[config.mk]
export PLATFORM = sky130hd
export DESIGN_NAME = smc_ram
export DESIGN_NICKNAME = d
export VERILOG_FILES = /design/src/hw/rtl/smc_ram.sv
export SDC_FILE = /design/constraint.sdc
export NUM_CORES = 2
export LEC_CHECK = 0
export BUFFER_PORTS_ARGS = -buffer_cell sky130_fd_sc_hd__clkbuf_2
export CORE_UTILIZATION = 30
export CTS_CLUSTER_DIAMETER = 30
export CTS_CLUSTER_SIZE = 24
export DETAILED_ROUTE_END_ITERATION = 8
export SYNTH_ARGS = -nofsm -noshare
export SYNTH_HDL_FRONTEND = slang
export SYNTH_SLANG_ARGS = --single-unit
export TNS_END_PERCENT = 1
[constraint.sdc]
create_clock -name clk -period 2.4 [get_ports clk]
set_input_delay 0.12 -clock clk [delete_from_list [all_inputs] [get_ports clk]]
set_output_delay 0.12 -clock clk [all_outputs]
set_load 0.05 [all_outputs]
[src/hw/rtl/smc_ram.sv]
module smc_ram #(
  parameter int WIDTH = 8,
  parameter int DEPTH = 256
) (
  input  logic                     clk,
  input  logic                     we,
  input  logic [$clog2(DEPTH)-1:0] waddr,
  input  logic [WIDTH-1:0]         wdata,
  input  logic [$clog2(DEPTH)-1:0] raddr,
  output logic [WIDTH-1:0]         rdata
);

  logic [WIDTH-1:0] mem [DEPTH];

  always_ff @(posedge clk) begin
    if (we) begin
      mem[waddr] <= wdata;
    end
    rdata <= mem[raddr];
  end

endmodule
==> Implementation_results.wiki <==
{| class="wikitable"
! Metric !! Value
|-
| Static leakage power || 33.71 nW
|-
| Post-synthesis register bit count || around 2100
|-
| Actual slew at the worst max-slew pin || 0.9860 ns
|-
| Per-instance average area after synthesis || 21.31 µm²
|-
| Area added between synthesis and finish || 28.98%
|-
| Post-synthesis instance area || 79560 µm²
|-
| Area share of the largest cell type after synthesis || just under 80%
|-
| Number of vias after detailed routing || around 43000
|-
| Setup repair after global routing missed its margin || true
|-
| Launch point of the worst path || mem[64][0]
|-
| Cts bufs inserted || between 300 and 400
|-
| Routability congestion estimate || 0.8359
|-
| Number of buffer and inverter stages on the critical path || 1
|-
| Drt first-iter violations || 4826
|-
| Leading post-synthesis cells by cell area || sky130_fd_sc_hd__edfxtp_1 77%, sky130_fd_sc_hd__mux4_2 13%, sky130_fd_sc_hd__mux2i_1 1.7%
|-
| Max frequency || between 0.4 and 0.5 GHz
|-
| Initial core utilization || 30.25%
|-
| Estimated wirelength of the detail-placed design || 134300 µm
|-
| Top Family by Delay on Critical Path || multiplexers
|-
| Routed vias/inst || between 5 and 6
|-
| Share of flip-flops with an asynchronous set or reset || 0%
|-
| Multi-input combinational cell area || 16600 µm²
|-
| TritonCTS sink count || 2056
|-
| CTS tree || yes
|-
| Worst-path maximum fanout || 1
|-
| FF/Latch Area || a little over 60000 µm²
|-
| Antenna violations before repair || 13
|-
| Max capacitance violation total || 0
|-
| Routed WL || 213600 µm
|-
| Total global routing overflow || 0
|-
| Total of fill cells in the finished design || 23320
|-
| Endpoint arrival time on the critical path || 3.17 ns
|-
| Largest stage delay, worst path || approximately 0.55 ns
|-
| Required time of the worst setup path || ~3.2 ns
|-
| DIE HEIGHT || 517.0 µm
|-
| Share of final-layout standard cells stronger than drive strength 1 || 36.81%
|-
| Wire length of the first global-routing pass || 308800 µm
|-
| Critical path destination || rdata[0]
|-
| Net count of the finished layout || between 4000 and 5000
|-
| Setup slack, reg-to-reg || 0.02 ns
|-
| Antenna Violating Nets Remaining || 0
|-
| Number of standard cells in the final layout excluding fillers || 8441
|-
| Power per standard cell area || between 900 and 1000 nW/µm²
|-
| Category of the worst setup path capture point || register
|-
| Largest net degree at the start of global routing || 113
|-
| Normalized max-slew margin || between 30% and 40%
|-
| Type of element launching the critical path || register
|-
| Final core utilization || 39.02%
|-
| DP Worst Slack || -0.7912 ns
|-
| Vias in the first global route || 43390
|-
| Final hold violation count || 0
|-
| H-tree depth || 5
|-
| Sequential fraction of the synthesis area || a little under 80%
|-
| Core region area || 263000 µm²
|-
| Die Width || about 520 µm
|-
| CTS Buffer Depth || 4
|-
| R2R Path End || rdata[0]
|-
| Post-route standard cell area excluding fillers || between 100000 and 150000 µm²
|-
| Total GRT Usage || 15.88%
|-
| Clk Latency, worst-skew pair || 0.94 ns
|-
| Cell total after placement || 7708
|-
| # IOs || 34
|-
| Cell breakdown of the critical path || mux4_2 > mux4_2 > nor2b_1 > nor4_2 > buf_4 > nor4_2
|-
| Gate Count Post-Synth || 3733
|-
| Path type of the worst setup path || reg -> reg
|-
| Clock transition at the registers of the reported paths || 0.05 ns
|-
| Status || finished clean
|-
| Register-to-Register Path Depth || 6
|-
| Slowest-stage cell, CP || sky130_fd_sc_hd__mux4_2
|-
| Number of synthesized flops with an enable pin || 2048
|-
| Root Buffer || sky130_fd_sc_hd__clkbuf_16
|-
| Wirelength per Cell || 25.31 µm
|-
| Placement Rows || between 150 and 200
|-
| Final critical-path share of the clock period || approximately 99%
|-
| Crit path depth || 6
|-
| Count of unique library cells instantiated by Yosys || between 50 and 60
|-
| Final setup viols || 0
|-
| Library cell with the largest summed area after synthesis || sky130_fd_sc_hd__edfxtp_1
|-
| Worst ir drop on vdd || 0.0008854 V
|-
| Type of the worst min-delay path || in -> reg
|-
| Post-layout worst setup margin || 0.02182 ns
|-
| Residual DRC count || 0
|-
| I/O Buffers || 33
|-
| Net count after synthesis || around 3800
|-
| Die area || between 200000 and 300000 µm²
|-
| Placed inst area || ~90000 µm²
|-
| Post-layout min period || 2.378 ns
|-
| Most used flip-flop cell after synthesis || sky130_fd_sc_hd__edfxtp_1
|-
| Skew final || 0.07192 ns
|-
| DR pass1 iterations || 6
|-
| Warning count from the yosys run || 0
|-
| Slew Limit Fails || 0
|-
| Startpoint of the most critical register-to-register path || mem[64][0]
|}
kinds of logic (layout without fill, tap and decap cells):
| logic type | Yosys count | count (layout) | synth area share (%) |
|---|---|---|---|
| multiplexers | 591 | 591 | 14.62 |
| AND/OR/NAND/NOR | 466 | 466 | 2.628 |
| AO/OA/AOI/OAI | 385 | 385 | 3.419 |
| flip-flops | 2056 | 2056 | 77.50 |
| buffers and inverters | 235 | 1425 | 1.831 |
| other | 0 | 3 | 0 |
timing repair:
action                                  in CTS  in global routing
gates resized for setup                      7                 10
hold buffers                                16                  0
pin swaps                                    1                  3
endpoints found under the setup margin       4                  4
hold endpoints to repair                  1646                  0
buffers inserted                             0                  0
worst min-delay path, cell delays in order:
cell,delay (ns)
sky130_fd_sc_hd__clkbuf_2,0.19
sky130_fd_sc_hd__nand3_1,0.12
sky130_fd_sc_hd__buf_4,0.24
sky130_fd_sc_hd__nor2_1,0.11
through the flow:
stage	setup TNS [ns]	hold slack (ns)	power (mW)
6_report	0	0.06456	99.57
5_1_grt	-0.03742	0.03789	102.1
4_1_cts	-0.007290	0.009787	100.3
3_5_place_dp	-3.867	0.4665	44.69
3_3_place_gp	-3.907	0.4586	44.64
2_1_floorplan	0	0.2189	42.39
power by group:
group          internal (mW)  leakage, nW  switching, mW
clock                   37.4         6.45           18.1
combinational           1.68         8.79           2.59
sequential              39.7         18.5         0.0938
worst min-delay path by stage:
| stage | end | cells past startpoint | slack, ns | start |
|---|---|---|---|---|
| after floorplan | mem[0][0] | 0 | 0.22 | wdata[0] |
| after global placement | mem[48][6] | 1 | 0.46 | wdata[6] |
| after detailed placement | mem[51][6] | 1 | 0.47 | wdata[6] |
| after CTS | mem[251][0] | 4 | 0.01 | waddr[4] |
| after global routing | mem[188][3] | 4 | 0.04 | waddr[4] |
| final | mem[116][2] | 4 | 0.06 | waddr[4] |
layer usage:
layer | track usage [%] | share of wire, %
met3 | 3.005 | 7.9
met2 | 25.81 | 49
met5 | 0 | 0.0098
met1 | 21.49 | 41
met4 | 4.891 | 2.7
cells in the mapped netlist, drive strengths merged, types with 14 or more instances:
library cell and number:
nor3 22, nor2 282, a22oi 133, nand3 34, buf 122, mux2i 134
clkbuf 111, o221ai 47, a221oi 14, a21oi 96, o22ai 28, nor2b 31
a211oi 16, nor4 27, nand2 33, mux4 456, edfxtp 2048
flip-flops by register name, summed over array words and instances, names as in the netlist:
register and flops:
rdata 8, mem 2048
layout by cell type, fill, tap and decap left out, drive strengths merged, types with 5 or more instances in the layout:
master and instances:
a211oi 16, nor3 22, a22o 8, dlygate4sd3 16
nand3 34, nor4 27, o32ai 5, mux4 456
and2 6, nand2b 8, nor2 282, bufinv 63
nand4 10, o22a 5, nand2 33, o211ai 10
clkinv 129, edfxtp 2048, mux2i 134, buf 672
o22ai 28, o21ai 12, inv 29, dfxtp 8
nor2b 31, clkinvlp 54, clkbuf 462, a21oi 96
o221ai 47, a2111oi 5, a221oi 14, a22oi 133
layout make-up:
class                      count  share of cell area [%]
antenna                        3                0.007316
sequential                  2056                   60.09
clock buffer                 441                   9.976
timing repair buffer         709                   6.273
clock inverter               273                   3.180
multi-input combinational   1442                   16.18
tap                         3515                   4.286
inverter                       2                0.007316
Note: power is estimated with default switching activity, not from simulation.
